$ cat config.mk
export PLATFORM = sky130hd
export DESIGN_NAME = c2rp_scale
export DESIGN_NICKNAME = d
export VERILOG_FILES = /design/src/hw/rtl/c2rp_pkg.sv /design/src/hw/rtl/c2rp_scale.sv
export SDC_FILE = /design/constraint.sdc
export NUM_CORES = 1
export LEC_CHECK = 0
export BUFFER_PORTS_ARGS = -buffer_cell sky130_fd_sc_hd__buf_2
export CORE_UTILIZATION = 60
export DETAILED_ROUTE_END_ITERATION = 6
export PLACE_DENSITY = 0.78
export SLEW_MARGIN = 15
export SYNTH_ARGS = -nofsm -noshare
export SYNTH_HDL_FRONTEND = slang
export SYNTH_SLANG_ARGS = --single-unit
$ cat constraint.sdc
create_clock -name clk -period 24.6 [get_ports clk]
set_input_delay 3.69 -clock clk [delete_from_list [all_inputs] [get_ports clk]]
set_output_delay 3.69 -clock clk [all_outputs]
set_load 0.02 [all_outputs]
$ cat src/hw/rtl/c2rp_pkg.sv
// c2rp_pkg: shared constants and types for the cartesian to radar polar converter.
// Holds the CORDIC angle table, gain constant, angle limits and register indexes.
// No dependencies.
package c2rp_pkg;

  localparam int ID_W       = 32;
  localparam int RANGE_W    = 25;
  localparam int AZ_W       = 16;
  localparam int EL_W       = 15;
  localparam int Z_W        = 28;  // angle accumulator, degrees Q16
  localparam int GUARD_BITS = 8;
  localparam int GAIN_W     = 24;
  localparam int CFG_IDX_W  = 2;

  // 1/K scaled by 2^24
  localparam logic [GAIN_W-1:0] INV_GAIN = 24'd10188014;

  localparam logic signed [Z_W-1:0] Z_HALF_TURN = 28'sd11796480;  // 180 deg
  localparam logic signed [Z_W-1:0] ANGLE_ROUND = 28'sd256;       // half of Q16->Q7 step

  localparam logic signed [AZ_W-1:0] AZ_LIMIT = 16'sd23040;
  localparam logic signed [EL_W-1:0] EL_LIMIT = 15'sd11520;

  // atan(2^-i) in degrees, Q16
  localparam logic signed [Z_W-1:0] ATAN_DEG_Q16 [32] = '{
    28'sd2949120, 28'sd1740967, 28'sd919879, 28'sd466945,
    28'sd234379,  28'sd117304,  28'sd58666,  28'sd29335,
    28'sd14668,   28'sd7334,    28'sd3667,   28'sd1833,
    28'sd917,     28'sd458,     28'sd229,    28'sd115,
    28'sd57,      28'sd29,      28'sd14,     28'sd7,
    28'sd4,       28'sd2,       28'sd1,      28'sd0,
    28'sd0,       28'sd0,       28'sd0,      28'sd0,
    28'sd0,       28'sd0,       28'sd0,      28'sd0
  };

  typedef enum logic [CFG_IDX_W-1:0] {
    CFG_SENSOR_X = 2'd0,
    CFG_SENSOR_Y = 2'd1,
    CFG_SENSOR_Z = 2'd2
  } cfg_reg_t;

  typedef struct packed {
    logic hz_zero;   // dx and dy both zero
    logic all_zero;  // dx, dy and dz all zero
  } c2rp_flags_t;

endpackage

$ cat src/hw/rtl/c2rp_scale.sv
// c2rp_scale: two-stage CORDIC gain correction, round(mag * INV_GAIN / 2^SH), saturated.
// Depends on c2rp_pkg (INV_GAIN).
module c2rp_scale #(
  parameter int W     = 35,
  parameter int SH    = 24,
  parameter int OUT_W = 34
) (
  input  logic                 clk,
  input  logic                 en,
  input  logic signed [W-1:0]  in_mag,
  output logic [OUT_W-1:0]     out_val
);

  localparam int HI_W  = W - 17 + c2rp_pkg::GAIN_W;
  localparam int LO_W  = 16 + c2rp_pkg::GAIN_W + 2;
  localparam int SUM_W = HI_W + 1;
  localparam int RES_W = SUM_W - (SH - 16);

  logic [W-2:0]       mag_pos;
  logic [HI_W-1:0]    hi_r, hi_nxt;
  logic [LO_W-1:0]    lo_r, lo_nxt;
  logic [SUM_W-1:0]   sum;
  logic [RES_W-1:0]   res;
  logic [OUT_W-1:0]   val_r, val_nxt;

  // stage 1: split into a high and a low partial product
  always_comb begin
    mag_pos = in_mag[W-1] ? '0 : in_mag[W-2:0];
    hi_nxt  = HI_W'(mag_pos[W-2:16]) * HI_W'(c2rp_pkg::INV_GAIN);
    lo_nxt  = LO_W'(mag_pos[15:0]) * LO_W'(c2rp_pkg::INV_GAIN)
            + (LO_W'(1) << (SH - 1));
  end

  // stage 2: recombine, shift, saturate
  always_comb begin
    sum = SUM_W'(hi_r) + SUM_W'(lo_r >> 16);
    res = sum[SUM_W-1:SH-16];
  end

  if (RES_W > OUT_W) begin : g_sat
    assign val_nxt = (|res[RES_W-1:OUT_W]) ? '1 : res[OUT_W-1:0];
  end else begin : g_ext
    assign val_nxt = OUT_W'(res);
  end

  always_ff @(posedge clk) begin
    if (en) begin
      hi_r  <= hi_nxt;
      lo_r  <= lo_nxt;
      val_r <= val_nxt;
    end
  end

  assign out_val = val_r;

endmodule

# Word-level counts from Yosys, hierarchy flattened
# Cells that the tools add are included.
totals:
  register_bits: 117
  inputBits: 37
  out_inout_bits: 34
  word_cells: 8
op_classes:
  addsub: 2
  mul: 2
  muxes: 1
op_table:
  columns: ["op", "n"]
  rows:
  - ["$add A42 B26 Y43", 1]
  - ["$add A40 B24 Y41 const B", 1]
  - ["$mul A18 B23 Y41 const B", 1]
  - ["$mul A16 B23 Y39 const B", 1]
  - ["$mux W34", 1]

# Longest topological paths before layout
# Gate-level depths: netlist (run 1).
logic_depth:
  depth_word: 3
  depth_mapped: 29
  mapped_depth_nobuf: 27

# Least setup slack after synthesis (run 1)
# OpenSTA, ideal clock, no wires.
synth_timing:
  kind: "input to register"
  startpoint: "in in_mag[34]"
  endpoint: "reg hi_r[41], data pin"
  setup_time_ps: 158
  t_arrival_ps: 10203
  t_required_ps: 24442
  path_slack_ps: 14239
  path_stages: 26
  n_path_buf: 3
  cell_sequence: "clkbuf_1 clkbuf_1 nand2b_1 inv_1 fa_1 inv_1 fa_1 inv_1 fa_1 fa_1 inv_1 fa_1 inv_1 fa_1 ha_1 clkbuf_1 a21o_1 a21o_1 a21oi_1 o21ai_0 nor3b_1 a21oi_1 a211oi_1 o21ai_0 a2111o_1 o211ai_1"
synth_between:
  elab_chain_len: 2
synth_lines:
  columns: ["element", "line_no", "rtl"]
  rows:
  - ["from (decl)", "c2rp_scale.sv:10", "input logic signed [W-1:0] in_mag,"]
  - ["$mux W34", "c2rp_scale.sv:28", "mag_pos = in_mag[W-1] ? '0 : in_mag[W-2:0];"]
  - ["$mul A18 B23 Y41", "c2rp_scale.sv:29", "hi_nxt = HI_W'(mag_pos[W-2:16]) * HI_W'(c2rp_pkg::INV_GAIN);"]
  - ["named net hi_nxt[41]", "c2rp_scale.sv:20", "logic [HI_W-1:0] hi_r, hi_nxt;"]
  - ["to (signal assigned)", "c2rp_scale.sv:48", "hi_r <= hi_nxt;"]
  - ["to (decl)", "c2rp_scale.sv:20", null]
# The timed path passes the listed nets, and every way through them passes these cells.
# A chain may end at the register's enable or synchronous reset.

# Final worst setup path (run 1)
layout_timing:
  startpoint: "in in_mag[34]"
  endpoint: "reg lo_r[39], data pin"
layout_between:
  elab_chain_len: 3
layout_lines:
  columns: ["element", "line_no", "rtl"]
  rows:
  - ["$mux W34", "c2rp_scale.sv:28", null]
  - ["$mul A16 B23 Y39", "c2rp_scale.sv:30", "lo_nxt = LO_W'(mag_pos[15:0]) * LO_W'(c2rp_pkg::INV_GAIN)"]
  - ["$add A40 B24 Y41", "c2rp_scale.sv:31", "+ (LO_W'(1) << (SH - 1));"]
  - ["named net lo_nxt[39]", "c2rp_scale.sv:21", "logic [LO_W-1:0] lo_r, lo_nxt;"]
  - ["to (signal assigned)", "c2rp_scale.sv:49", "lo_r <= lo_nxt;"]
  - ["to (decl)", "c2rp_scale.sv:21", null]
# The timed path passes the listed nets, and every way through them passes these cells.

==> results of run 1 <==
## worst max-delay path, delay by kind of cell
family / cells / cell delay (ns)
AND/OR/NAND/NOR: 5 / 1.88
AO/OA/AOI/OAI: 5 / 1.10
buffers and inverters: 6 / 0.63
adder cells (fa/ha/maj): 8 / 3.79
XOR/XNOR: 1 / 0.25
## worst max-delay path by stage
| stage | slack, ns | end | startpoint | cells after the start |
|---|---|---|---|---|
| floorplan | 14.24 | hi_r[41] | in_mag[34] | 26 |
| global placement | 13.19 | lo_r[39] | in_mag[34] | 24 |
| detailed placement | 13.15 | lo_r[39] | in_mag[34] | 25 |
| CTS | 13.51 | lo_r[39] | in_mag[34] | 25 |
| global route | 13.05 | lo_r[39] | in_mag[34] | 24 |
| finish | 13.41 | lo_r[39] | in_mag[34] | 25 |
## layer usage
layer  up-vias  part of all wire  GRT usage
met3        36             0.092    0.07822
met5         -                 0          0
met4         0             0.012    0.04305
li1       6211                 -          -
met2       488              0.41     0.4249
met1      6398              0.48     0.4382
## per-stage QoR
stage	worst slack, ns	area, um^2	hold WS [ns]	std cells	utilization
after floorplan	14.24	19400	0.5123	1882	-
after global placement	13.19	20190	0.5598	2335	0.6364
after detailed placement	13.15	20190	0.5583	2335	0.6364
after CTS	13.51	20480	0.5820	2351	0.6457
after global routing	13.05	20480	0.6343	2351	0.6457
final	13.41	20480	0.5793	2351	0.6457
## cell type report
| class | instances | area [um^2] | share of cell area |
|---|---|---|---|
| repair buffers | 72 | 367.9 | 0.01796 |
| flip-flops and latches | 99 | 2973 | 0.1452 |
| clock inverters | 7 | 70.07 | 0.003421 |
| clock buffers | 9 | 225.2 | 0.01100 |
| inverters | 478 | 1794 | 0.08760 |
| multi-input cells | 1284 | 14550 | 0.7103 |
| well taps | 402 | 503.0 | 0.02456 |
## cells in the final DEF, fill, tap and decap left out, types with 14 or more instances in the layout
cell type    n
a211oi_1    14
a21o_1      46
a21oi_1     72
a31oi_1     14
and3_1      25
buf_2       69
edfxtp_1    99
fa_1       323
ha_1       309
inv_1      477
nand2_1     71
nand2b_1    38
nand3_1     18
nor2_1      43
nor2b_1     24
o21a_1      15
o21ai_0     42
o21bai_1    17
xnor2_1     58
xor2_1      25
## cells by family (layout without fill, tap and decap cells)
| group | Yosys count | in the layout | share of synthesized area |
|---|---|---|---|
| buffers and inverters | 499 | 566 | 0.09687 |
| AO/OA/AOI/OAI | 271 | 271 | 0.09352 |
| multiplexers | 3 | 3 | 0.001741 |
| adder cells (fa/ha/maj) | 632 | 632 | 0.5326 |
| flip-flops | 99 | 99 | 0.1532 |
| AND/OR/NAND/NOR | 293 | 293 | 0.08288 |
| XOR/XNOR | 85 | 85 | 0.03915 |
## registers in the layout, summed over array words and instances (netlist names)
name and count:
hi_r 41, lo_r 24, out_val 34
==> flow_summary_export.csv, run 1 <==
group,metric,value,unit
worst_setup_path,crit_top_cell,"fa_1",
final_layout,num-fill-cells,2523,
timing,fin_skew,0.008648,ns
worst_setup_path,reg2regPathDepth,11,
drt,routed_wl,45.80,mm
timing,hold_viol,0,
logic_synthesis,synth_fp_nets,2551,
global_route,grt_remaining_overflow,0,
run,max-cap-violations,0,
final_layout,drive_gt1_frac,0.05952,
logic_synthesis,synth_top_flop_cell,"edfxtp_1",
logic_synthesis,synth.distinct_cells,71,
clock_network,cts_made_buffers,9,
placement,portBuffers,70,
die,ios,71,
drt,viasPerCell,5.586,
placement,hpwl,41.03,mm
worst_setup_path,end_kind,"register",
worst_setup_path,timing.reg2reg.setup_slack,20.75,ns
outcome,outcome,"complete, no violations",
logic_synthesis,synthesis.area,0.01940,mm^2
worst_setup_path,crit_arrival,11.34,ns
logic_synthesis,ys_async_sr_fraction,0,
drt,first_pass_iters,6,
logic_synthesis,seq_area_frac_synth,0.1532,
timing,rsz0062_at_grt,"no",
worst_setup_path,r2r-start,"hi_r[9]",
global_route,grt_pass1_vias,13866,
final_layout,area_growth,5.572,%
logic_synthesis,postSynthAreaPerCell,10.31,um^2
logic_synthesis,synth_most_common_cell,"inv_1",
drt,route.vias.total,13133,
hold_path,hold_path.class,"register to register",
timing,timing.final.crit_period,11.19,ns
die,start_util,0.6116,
clock_network,hold_buffers,0,
final_layout,antenna_cells,0,
worst_setup_path,critical_path.max_fanout,39,
logic_synthesis,ys_seq_elements,99,
worst_setup_path,worst-setup-path-type,"input port to register",
logic_synthesis,synthTopCellsByArea,"fa_1 (33%), ha_1 (20%), edfxtp_1 (15%)",
timing,drv_slew,0,
logic_synthesis,synth_edf_count,99,
worst_setup_path,critPathLaunchType,"input port",
die,die-width,181.8,um
clock_network,post_cts_buffers,0,
timing,worst_slew_pin_slew,0.9027,ns
worst_setup_path,crit_required,24.76,ns
global_route,grt_first_pass_wirelength,73.26,mm
timing,slew_headroom,0.3970,
logic_synthesis,yosys.area.top_type_share,0.3333,
drt,drc_errors,0,
global_route,antenna_found_initial,0,
final_layout,layout.nets,2613,
die,num_rows,65,
clock_network,cts_resized,0,
clock_network,clock_sinks,99,
die,die_h,181.8,um
hold_path,hold_path_startpoint,"hi_r[41]",
worst_setup_path,worst_path_largest_cell_delay,0.76,ns
drt,drt_iter0_markers,1069,
worst_setup_path,timing.rr.end,"out_val[24]",
timing,setup_viol_count_final,0,
drt,ant_nets,0,
worst_setup_path,slowest_stage,"nor2b_1",
global_route,grt_usage,0.2900,
logic_synthesis,ys.warnings.count,0,
placement,gp_congestion,1.052,
timing,fmax,89.38,MHz
clock_network,cts_buffer_depth,2,
die,core,0.03172,mm^2
clock_network,clk-insertion-delay-late,0.35,ns
hold_path,whs_path_depth,2,
die,dieArea,0.03306,mm^2
logic_synthesis,netlist_top_cells_count,"inv_1 (477), fa_1 (323), ha_1 (309)",
logic_synthesis,netlist.top_cell.by_area,"fa_1",
clock_network,clockRootBuffer,"clkbuf_16",
timing,period_share,0.4548,
drt,wl_per_cell,19.48,um
logic_synthesis,synth_cells,1882,
clock_network,clkTransAtPathRegs,0.07,ns
hold_path,hold_path_end,"out_val[33]",
clock_network,htree_levels,3,
clock_network,cts_tree,"done",
global_route,grt_max_degree,55,
timing,tns,0,ns
Power of run 1 is not shown: default switching activity piles up to over one toggle a cycle in this logic, so the estimate is an artifact.
==> run 2, diff against run 1 <==
--- a/config.mk
+++ b/config.mk
@@ -6,9 +6,9 @@
 export NUM_CORES = 1
 export LEC_CHECK = 0
 export BUFFER_PORTS_ARGS = -buffer_cell sky130_fd_sc_hd__buf_2
-export CORE_UTILIZATION = 60
+export CORE_UTILIZATION = 59
 export DETAILED_ROUTE_END_ITERATION = 6
-export PLACE_DENSITY = 0.78
+export PLACE_DENSITY = 0.8
 export SLEW_MARGIN = 15
 export SYNTH_ARGS = -nofsm -noshare
 export SYNTH_HDL_FRONTEND = slang
==> constraint.sdc (replaced) <==
create_clock -name clk -period 10.03 [get_ports clk]
set_input_delay 1.5045 -clock clk [delete_from_list [all_inputs] [get_ports clk]]
set_output_delay 1.5045 -clock clk [all_outputs]
set_load 0.02 [all_outputs]
==> run 2 against run 1 <==
Clock-buffer cell count is the same. Sequential share of layout area shrank 0.058 points. Worst hold slack lost 0.013 ns. Wire length shrank 0.74%. Global-route usage shrank 0.44 points. Core utilization shrank 1.2 points. Critical path depth is the same. Cell count grew 1.8%. Critical endpoint unchanged. Design area grew 0.40%. Register-to-register slack lost 15 ns. Via count grew 0.68%.
==> flow_summary_export.csv, run 2 (synthesis results as in run 1) <==
group,metric,value,unit
global_route,antenna_found_initial,0,
clock_network,clk-insertion-delay-late,0.35,ns
hold_path,hold_path_startpoint,"hi_r[41]",
worst_setup_path,r2r-start,"hi_r[2]",
hold_path,hold_path_end,"out_val[33]",
die,die-width,183.3,um
worst_setup_path,worst-setup-path-type,"input port to register",
drt,drc_errors,0,
drt,viasPerCell,5.523,
final_layout,num-fill-cells,2589,
outcome,outcome,"complete, no violations",
final_layout,largest_reg_flops,41,
clock_network,cts_buffer_depth,2,
final_layout,final_area,0.02056,mm^2
drt,drt_iter0_markers,844,
clock_network,cts_made_buffers,9,
drt,wl_per_cell,18.99,um
worst_setup_path,timing.rr.end,"out_val[10]",
clock_network,clockRootBuffer,"clkbuf_16",
hold_path,hold_path.class,"register to register",
placement,portBuffers,70,
worst_setup_path,timing.reg2reg.setup_slack,6.24,ns
final_layout,final_common_cell,"inv_1",
final_layout,mostFrequentLayoutCells,"inv_1 (477), fa_1 (323), ha_1 (309), edfxtp_1 (99), a21oi_1 (72)",
clock_network,post_cts_buffers,0,
clock_network,clkTransAtPathRegs,0.07,ns
final_layout,layout.nets,2616,
clock_network,cts_tree,"done",
clock_network,hold_buffers,0,
timing,rsz0062_at_grt,"no",
worst_setup_path,critical_path.max_fanout,39,
die,num_rows,66,
final_layout,antenna_cells,0,
global_route,grt_max_degree,67,
drt,first_pass_iters,5,
placement,hpwl,40.82,mm
global_route,grt_first_pass_wirelength,72.78,mm
hold_path,whs_path_depth,2,
drt,routed_wl,45.46,mm
die,ios,71,
die,die_h,183.3,um
timing,tns,0,ns
run,max-cap-violations,0,
timing,setup_viol_count_final,0,
timing,fin_skew,0.009656,ns
timing,period_share,0.8815,
die,dieArea,0.03361,mm^2
worst_setup_path,slowest_stage,"nor2b_1",
worst_setup_path,crit_required,10.19,ns
final_layout,area_growth,5.998,%
worst_setup_path,crit_arrival,9.00,ns
global_route,grt_pass1_vias,13686,
clock_network,cts_resized,0,
global_route,grt_usage,0.2856,
worst_setup_path,worst_path_largest_cell_delay,0.66,ns
die,core,0.03245,mm^2
timing,slew_headroom,0.4874,
drt,ant_nets,0,
timing,timing.final.crit_period,8.841,ns
timing,drv_slew,0,
placement,placed_area,0.02026,mm^2
worst_setup_path,end_kind,"register",
drt,route.vias.total,13222,
final_layout,final_util,0.6336,
placement,dp_cells,2378,
final_layout,drive_gt1_frac,0.06096,
timing,hold_viol,0,
timing,worst_slew_pin_slew,0.7689,ns
clock_network,clock_sinks,99,
worst_setup_path,critPathLaunchType,"input port",
global_route,grt_remaining_overflow,0,
clock_network,htree_levels,3,
final_layout,finalNonFillerCells,2394,
final_layout,top_register,"hi_r",
worst_setup_path,reg2regPathDepth,11,
timing,fmax,113.1,MHz
placement,gp_congestion,1.006,
die,start_util,0.5978,
[run 2: how the worst max path moves through the flow]
stage,start,to,slack (ns)
5_1_grt,in_mag[34],lo_r[39],0.78
3_3_place_gp,in_mag[34],lo_r[39],0.94
6_report,in_mag[34],lo_r[39],1.19
4_1_cts,in_mag[34],lo_r[39],1.23
2_1_floorplan,in_mag[34],hi_r[41],1.85
3_5_place_dp,in_mag[34],lo_r[39],0.87
[run 2: metal layers]
| layer | global-route usage | wire [um] | vias to the layer above | part of all wire |
|---|---|---|---|---|
| met5 | 0 | 0 | - | 0 |
| met4 | 0.05367 | 697 | 0 | 0.015 |
| met3 | 0.07824 | 4056 | 42 | 0.089 |
| met2 | 0.4204 | 19220 | 473 | 0.42 |
| met1 | 0.4245 | 21490 | 6485 | 0.47 |
| li1 | - | - | 6222 | - |
[run 2: stage by stage]
stage | hold WS, ns | setup slack, ns
2_1_floorplan | 0.5123 | 1.855
3_3_place_gp | 0.5570 | 0.9371
3_5_place_dp | 0.5521 | 0.8744
4_1_cts | 0.5706 | 1.228
5_1_grt | 0.6176 | 0.7764
6_report | 0.5660 | 1.189
[run 2: cell type report]
type                    count  area (um^2)  area share
inverters                 478         1794     0.08725
clock inverters             7        80.08    0.003894
flip-flops and latches     99         2973      0.1446
multi-input cells        1284        14550      0.7075
well taps                 442        553.0     0.02689
repair buffers             75        390.4     0.01898
clock buffers               9        225.2     0.01095
[run 2: critical path, delay by kind of cell]
kind / cells / cell delay, ns
AO/OA/AOI/OAI: 3 / 0.75
AND/OR/NAND/NOR: 7 / 2.22
buffers and inverters: 6 / 0.65
XOR/XNOR: 1 / 0.25
adder cells (fa/ha/maj): 8 / 3.61
Power of run 2 is left out for the same reason.
